[src/rtl/core/csvsel_pkg.sv]
// Shared types and constants of the CSV column selector.
`timescale 1ns / 1ps

package csvsel_pkg;

  // Fixed characters of the line format.
  localparam logic [7:0] BACKSLASH_BYTE = 8'h5C;
  localparam logic [7:0] NEWLINE_BYTE   = 8'h0A;

  // Reset values of the configuration registers.
  localparam logic [7:0]  DELIMITER_RESET    = 8'd44;
  localparam logic [7:0]  QUOTE_CHAR_RESET   = 8'd34;
  localparam logic [63:0] FIELD_SELECT_RESET = 64'd1;

  // Width of the selection mask, one bit for each field.
  localparam int unsigned SELECT_WIDTH = 64;
  localparam int unsigned SELECT_IDX_W = 6;

  // Configuration register indexes.
  localparam int unsigned CFG_INDEX_W = 2;
  typedef enum logic [CFG_INDEX_W-1:0] {
    REG_DELIMITER    = 2'd0,
    REG_QUOTE_CHAR   = 2'd1,
    REG_FIELD_SELECT = 2'd2
  } reg_index_t;

  // Output queue geometry.
  localparam int unsigned OUTQ_DEPTH = 4;
  localparam int unsigned OUTQ_PTR_W = 2;
  localparam int unsigned OUTQ_CNT_W = 3;

  // One result item.
  typedef struct packed {
    logic       last;
    logic [7:0] data;
  } out_item_t;

  // Write request into the output queue: zero, one or two items.
  typedef struct packed {
    logic [1:0] count;
    out_item_t  first;
    out_item_t  second;
  } outq_write_t;

endpackage

[src/rtl/core/csvsel_out_queue.sv]
// Four-entry output queue that takes up to two items per cycle and gives one while m_tready is high.
`timescale 1ns / 1ps

module csvsel_out_queue (
  input  logic                    clk,
  input  logic                    rst,
  input  csvsel_pkg::outq_write_t wr,
  output logic                    room_for_two,
  output logic                    m_tvalid,
  input  logic                    m_tready,
  output csvsel_pkg::out_item_t   head
);
  import csvsel_pkg::*;

  out_item_t             mem [OUTQ_DEPTH];
  logic [OUTQ_PTR_W-1:0] wr_ptr;
  logic [OUTQ_PTR_W-1:0] rd_ptr;
  logic [OUTQ_CNT_W-1:0] count;
  logic                  pop;

  assign m_tvalid     = (count != '0);
  assign head         = mem[rd_ptr];
  assign pop          = m_tvalid && m_tready;
  assign room_for_two = (count <= OUTQ_CNT_W'(OUTQ_DEPTH - 2));

  always_ff @(posedge clk) begin
    if (rst) begin
      wr_ptr <= '0;
      rd_ptr <= '0;
      count  <= '0;
    end else begin
      wr_ptr <= wr_ptr + OUTQ_PTR_W'(wr.count);
      if (pop) begin
        rd_ptr <= rd_ptr + OUTQ_PTR_W'(1);
      end
      count <= count + OUTQ_CNT_W'(wr.count) - OUTQ_CNT_W'(pop);
    end
  end

  always_ff @(posedge clk) begin
    if (wr.count != 2'd0) begin
      mem[wr_ptr] <= wr.first;
    end
    if (wr.count == 2'd2) begin
      mem[wr_ptr + OUTQ_PTR_W'(1)] <= wr.second;
    end
  end

endmodule

[src/rtl/core/csv_column_selector_core.sv]
// Top level of the CSV column selector: field tracking and output queue.
`timescale 1ns / 1ps

// Channel   | Direction | Signals                              | Carries
// ----------+-----------+--------------------------------------+------------------------------
// s_*       | in        | s_tvalid s_tready s_tdata s_tlast    | one text byte, line end flag
// m_*       | out       | m_tvalid m_tready m_tdata m_tlast    | one selected byte, line end
// cfg_*     | in        | cfg_valid cfg_ready cfg_index        | register writes, always taken
//           |           | cfg_data                             |
//
// A transfer on s_* updates the field count, quote state and held byte, and its results
// enter a four-entry output queue that m_* drains one transfer per cycle while m_tready
// is high; a new byte can be taken before the earlier results leave the queue.
// s_tready drops while the queue has fewer than two free entries; since a line never yields
// more results than it has bytes, this happens only when m_tready stalls.
// Reset (rst, synchronous) empties the queue, clears line state and restores the defaults.

module csv_column_selector_core #(
  parameter int unsigned MAX_FIELDS = 64
) (
  input  logic                              clk,
  input  logic                              rst,
  // Input bytes. s_tdata: [7:0] in_byte. s_tlast: line_end.
  input  logic                              s_tvalid,
  output logic                              s_tready,
  input  logic [7:0]                        s_tdata,
  input  logic                              s_tlast,
  // Output bytes. m_tdata: [7:0] out_byte. m_tlast: out_last.
  output logic                              m_tvalid,
  input  logic                              m_tready,
  output logic [7:0]                        m_tdata,
  output logic                              m_tlast,
  // Configuration writes: index 0 delimiter, 1 quote_char, 2 field_select.
  input  logic                              cfg_valid,
  output logic                              cfg_ready,
  input  logic [csvsel_pkg::CFG_INDEX_W-1:0] cfg_index,
  input  logic [63:0]                       cfg_data
);
  import csvsel_pkg::*;

  // The field count saturates at MAX_FIELDS, so it needs room for that value.
  localparam int unsigned FIELD_W = $clog2(MAX_FIELDS + 1);
  localparam logic [FIELD_W-1:0] FIELD_LIMIT = FIELD_W'(MAX_FIELDS);

  // Configuration registers.
  logic [7:0]              delimiter;
  logic [7:0]              quote_char;
  logic [SELECT_WIDTH-1:0] field_select;

  // Line state.
  logic [FIELD_W-1:0] field_number;
  logic               inside_quotes;
  logic [7:0]         previous_byte;
  logic [7:0]         held_byte;
  logic               held_valid;

  logic [FIELD_W-1:0] field_number_next;
  logic               inside_quotes_next;
  logic [7:0]         held_byte_next;
  logic               held_valid_next;

  logic                    accept;
  logic                    room_for_two;
  logic [SELECT_IDX_W-1:0] select_idx;
  logic                    field_chosen;
  logic                    is_quote;
  logic                    is_delim;
  outq_write_t             wr;
  out_item_t               head;

  assign cfg_ready = 1'b1;

  // Configuration writes are to be made only while the stream is idle; the block itself does not enforce this.
  always_ff @(posedge clk) begin
    if (rst) begin
      delimiter    <= DELIMITER_RESET;
      quote_char   <= QUOTE_CHAR_RESET;
      field_select <= FIELD_SELECT_RESET;
    end else if (cfg_valid && cfg_ready) begin
      unique case (cfg_index)
        REG_DELIMITER:    delimiter    <= cfg_data[7:0];
        REG_QUOTE_CHAR:   quote_char   <= cfg_data[7:0];
        REG_FIELD_SELECT: field_select <= cfg_data;
        default:          ;
      endcase
    end
  end

  assign s_tready = room_for_two;
  assign accept   = s_tvalid && s_tready;

  // A field is chosen by its mask bit, as long as the count has not saturated.
  assign select_idx   = SELECT_IDX_W'(field_number);
  assign field_chosen = (field_number < FIELD_LIMIT) && field_select[select_idx];

  // A quote byte wins over the delimiter when both are set to the same value.
  assign is_quote = (s_tdata == quote_char);
  assign is_delim = !is_quote && (s_tdata == delimiter);

  always_comb begin
    field_number_next  = field_number;
    inside_quotes_next = inside_quotes;
    held_byte_next     = held_byte;
    held_valid_next    = held_valid;

    if (is_quote && previous_byte != BACKSLASH_BYTE) begin
      inside_quotes_next = !inside_quotes;
    end
    if (is_delim && !inside_quotes && field_number < FIELD_LIMIT) begin
      field_number_next = field_number + FIELD_W'(1);
    end
    if (field_chosen) begin
      held_byte_next  = s_tdata;
      held_valid_next = 1'b1;
    end
  end

  always_ff @(posedge clk) begin
    if (rst) begin
      field_number  <= '0;
      inside_quotes <= 1'b0;
      previous_byte <= '0;
      held_byte     <= '0;
      held_valid    <= 1'b0;
    end else if (accept) begin
      held_byte <= held_byte_next;
      if (s_tlast) begin
        field_number  <= '0;
        inside_quotes <= 1'b0;
        previous_byte <= '0;
        held_valid    <= 1'b0;
      end else begin
        field_number  <= field_number_next;
        inside_quotes <= inside_quotes_next;
        previous_byte <= s_tdata;
        held_valid    <= held_valid_next;
      end
    end
  end

  // The held byte goes out when a newer chosen byte displaces it. At line end the
  // last byte becomes a newline, sent alone unless a chosen last byte displaces a held one.
  always_comb begin
    wr.first.data  = held_byte;
    wr.first.last  = 1'b0;
    wr.second.data = NEWLINE_BYTE;
    wr.second.last = 1'b1;
    wr.count       = 2'd0;
    if (accept) begin
      if (field_chosen && held_valid) begin
        wr.count = s_tlast ? 2'd2 : 2'd1;
      end else if (s_tlast) begin
        wr.count       = 2'd1;
        wr.first.data  = NEWLINE_BYTE;
        wr.first.last  = 1'b1;
      end
    end
  end

  csvsel_out_queue u_out_queue (
    .clk          (clk),
    .rst          (rst),
    .wr           (wr),
    .room_for_two (room_for_two),
    .m_tvalid     (m_tvalid),
    .m_tready     (m_tready),
    .head         (head)
  );

  assign m_tdata = head.data;
  assign m_tlast = head.last;

endmodule

[config.mk]
export PLATFORM = sky130hd
export DESIGN_NAME = csv_column_selector_core
export DESIGN_NICKNAME = d
export VERILOG_FILES = /design/src/rtl/core/csvsel_pkg.sv /design/src/rtl/core/csvsel_out_queue.sv /design/src/rtl/core/csv_column_selector_core.sv
export SDC_FILE = /design/constraint.sdc
export NUM_CORES = 1
export LEC_CHECK = 0
export ABC_AREA = 1
export BUFFER_PORTS_ARGS = -buffer_cell sky130_fd_sc_hd__buf_2
export CAP_MARGIN = 20
export CORE_MARGIN = 4
export CORE_UTILIZATION = 55
export DETAILED_ROUTE_END_ITERATION = 8
export GPL_TIMING_DRIVEN = 1
export HOLD_SLACK_MARGIN = 0.12
export PLACE_DENSITY = 0.77
export SYNTH_ARGS = -nofsm -noshare
export SYNTH_HDL_FRONTEND = slang
export SYNTH_SLANG_ARGS = --single-unit
export TNS_END_PERCENT = 30
[constraint.sdc]
create_clock -name clk -period 8.25 [get_ports clk]
set_input_delay 1.65 -clock clk [delete_from_list [all_inputs] [get_ports clk]]
set_output_delay 1.65 -clock clk [all_outputs]
set_load 0.01 [all_outputs]
==> impl_metrics.ini <==
[status]
status = completed

[grt]
grt.overflow.total = 0
grtUsageTotal = 0.234
grt_pass1_wl_um = 27300
grt_max_degree = 65
grt_pass1_vias = 5728
antenna_found_initial = 0

[worst_setup_path]
r2r-start = field_number[1]
crit_chain = clkinv_2 > nor2_1 > nand2_1 > a21oi_1 > nor2_1 > nand2_1 > nand3_1 > nand2_4 > nand3_4 > ha_1 > nor2_4 > inv_1 > ha_1 > inv_1 > ha_1 > fa_1 > xor2_1 > o21ai_0 > a21oi_1
crit_path_end_kind = register
worstPathMaxFanout = 20
cp_slowest_cell = dfxtp_1
rr_worst_depth = 19
crit_type = register to register
critPathMostFrequentCell = ha_1
worstPathRequired_ns = 8.56
max_stage_delay_ns = 0.79
rrSetupSlack_ns = 4.29
r2r-end = u_out_queue.count[2]
arrival_ns = 4.27
critPathLaunchType = register

[cts]
clk_pin_slew_ns = 0.06
cts_resized = 0
cts_hold_buffers = 0
cts_buffers = 17
clock_sinks = 150
cts_tree = built
cts_root_buffer = clkbuf_16
clkLatencyLatePin_ns = 0.43
cts_setup_buffers = 0
cts_max_level = 4
clockBufferDepth = 2

[timing]
timing.final.crit_share = 0.480
fmax_mhz = 252
worst_slew_pin_slew_ns = 0.919
setup_viol = 0
finalSetupTns_ns = 0
worst_slack_ns = 4.29
slew-limit-headroom = 0.384
fin_crit_ns = 3.96
rsz0062_at_grt = no
fin_hold_ws_ns = 0.458
final_hold_viol_count = 0
maxSlewViolCount = 0
final.setup_skew_ns = 0.00726

[placed_design]
place_ws_ns = 4.35
gp_congestion = 0.877
numPortBuffers = 90
placed_area_sq_mm = 0.00728
post-dp-hpwl_um = 11300

[die]
die_h_um = 119
core_sq_mm = 0.0121
die_w_um = 119
start_util = 0.565
std_cell_rows = 40
pin_count = 92
dieArea_sq_mm = 0.0142

[power_and_ir_drop]
power_leakage_nw = 3.43
p_per_area_mw_per_mm2 = 283
vdd.ir_drop.worst_uv = 152

[synth]
async_flop_share = 0
synth_ff_type = dfxtp_1
ys.warnings.count = 0
synth_area_sq_mm = 0.00682
yosysSeqAreaShare = 0.441
syn_area_per_cell_sq_um = 7.28
synth.distinct_cells = 38
synth_edf_count = 0
synth_cells = 936
synth-seq-cells = 150
synthesis.nets = 1024

[cells_and_area]
layout-drive-gt1-share = 0.157
area_delta_synth_final_pct = 16.7
nNetsFinal = 1091
fillers = 1067
num_antenna_cells = 0
fin_area_sq_mm = 0.00795
final_common_cell = nor2_1
final_cell_mix = nor2_1 (155), dfxtp_1 (150), nand2_1 (137)

[detailed_routing]
drtAntennaViolNets = 0
vias_per_cell = 5.31
wl_per_cell_um = 14.0
vias = 6288
drt-total-wl_um = 16500
drc_errors = 0
drtIter0Drc = 732
firstDrtPassIters = 7

[flow_run]
max_cap_violations = 0

[hold_path]
holdPathStages = 2
min_to = field_select[0]
min_from = field_select[0]
min_path_type = register to register
layer usage:
metal | routed length (um) | track usage
met1 | 7780 | 0.324
met5 | 0 | 0
met3 | 1080 | 0.0570
met2 | 7430 | 0.355
met4 | 240 | 0.0816
worst max-delay path: cells and delay by family (launching register included):
kind | cells | cell delay (ns)
simple gates | 8 | 0.84
compound gates | 3 | 0.34
flops | 1 | 0.79
xor+xnor | 1 | 0.18
fa+ha+maj | 4 | 1.16
buf+inv | 3 | 0.51
sequential cells by signal, summed over array words and instances, names as in the netlist, named ones only:
signal,flops
held_byte,8
inside_quotes,1
held_valid,1
previous_byte,8
u_out_queue.mem,36
u_out_queue.wr_ptr,2
quote_char,8
field_select,64
delimiter,8
field_number,7
u_out_queue.count,3
u_out_queue.rd_ptr,2
layout make-up:
class	count	area, sq um	area share
Clock buffer	24	512	0.0643
Tap cell	168	210	0.0264
Timing Repair Buffer	94	480	0.0604
Sequential cell	150	3000	0.378
Multi-Input combinational cell	651	3250	0.408
Inverter	89	338	0.0425
Clock inverter	8	165	0.0208
synth_stat cells, types with 2 or more instances:
cell type / count / share of area
o21ai_1: 3 / 0.0022
o21ai_0: 122 / 0.090
nor2_2: 2 / 0.0018
xor2_1: 14 / 0.018
a21oi_1: 90 / 0.066
a211oi_1: 5 / 0.0055
nand4_1: 4 / 0.0037
nand2_1: 137 / 0.075
dfxtp_1: 150 / 0.44
xnor2_1: 2 / 0.0026
nor3_1: 9 / 0.0066
nor3_2: 8 / 0.012
buf_6: 3 / 0.0050
o22ai_1: 11 / 0.010
nand2_2: 3 / 0.0028
nand2_4: 8 / 0.013
clkbuf_1: 30 / 0.017
nand3_1: 51 / 0.037
buf_2: 4 / 0.0029
inv_1: 86 / 0.047
nor2_1: 155 / 0.085
nor4_1: 2 / 0.0018
ha_1: 7 / 0.013
o211ai_1: 6 / 0.0066
nor2_4: 3 / 0.0050
buf_4: 9 / 0.0099
how the worst max path moves through the flow:
stage,slack (ns),endpoint,cells past startpoint,startpoint
final,4.29,u_out_queue.count[2],19,field_number[1]
after global routing,3.98,u_out_queue.mem[3][1],17,field_number[0]
after detailed placement,4.35,u_out_queue.count[2],19,field_number[1]
after CTS,4.30,u_out_queue.count[2],19,field_number[1]
after floorplan,4.72,u_out_queue.count[2],11,s_tvalid
after global placement,4.41,u_out_queue.count[2],19,field_number[1]
power by group:
part           internal [W]  switching, W  leakage, nW
Combinational      0.000175      0.000269         1.86
Sequential         0.000853     0.0000795         1.23
Clock              0.000584      0.000294        0.336
cell families after synthesis:
kind of cell | after synthesis | share of synthesized area
buffers and inverters | 135 | 0.0839
AO/OA/AOI/OAI | 238 | 0.182
adder cells (fa/ha/maj) | 8 | 0.0158
XOR/XNOR | 16 | 0.0206
AND/OR/NAND/NOR | 388 | 0.256
other | 1 | 0.000550
flip-flops | 150 | 0.441
through the flow:
| step | instances | total power [W] | utilization |
|---|---|---|---|
| 3_3_place_gp | 1152 | 0.00137 | 0.603 |
| 3_5_place_dp | 1152 | 0.00138 | 0.603 |
| 6_report | 1184 | 0.00225 | 0.659 |
| 2_1_floorplan | 936 | 0.00124 | - |
| 4_1_cts | 1184 | 0.00226 | 0.659 |
| 5_1_grt | 1184 | 0.00237 | 0.659 |
(Power assumes the default switching activity.)
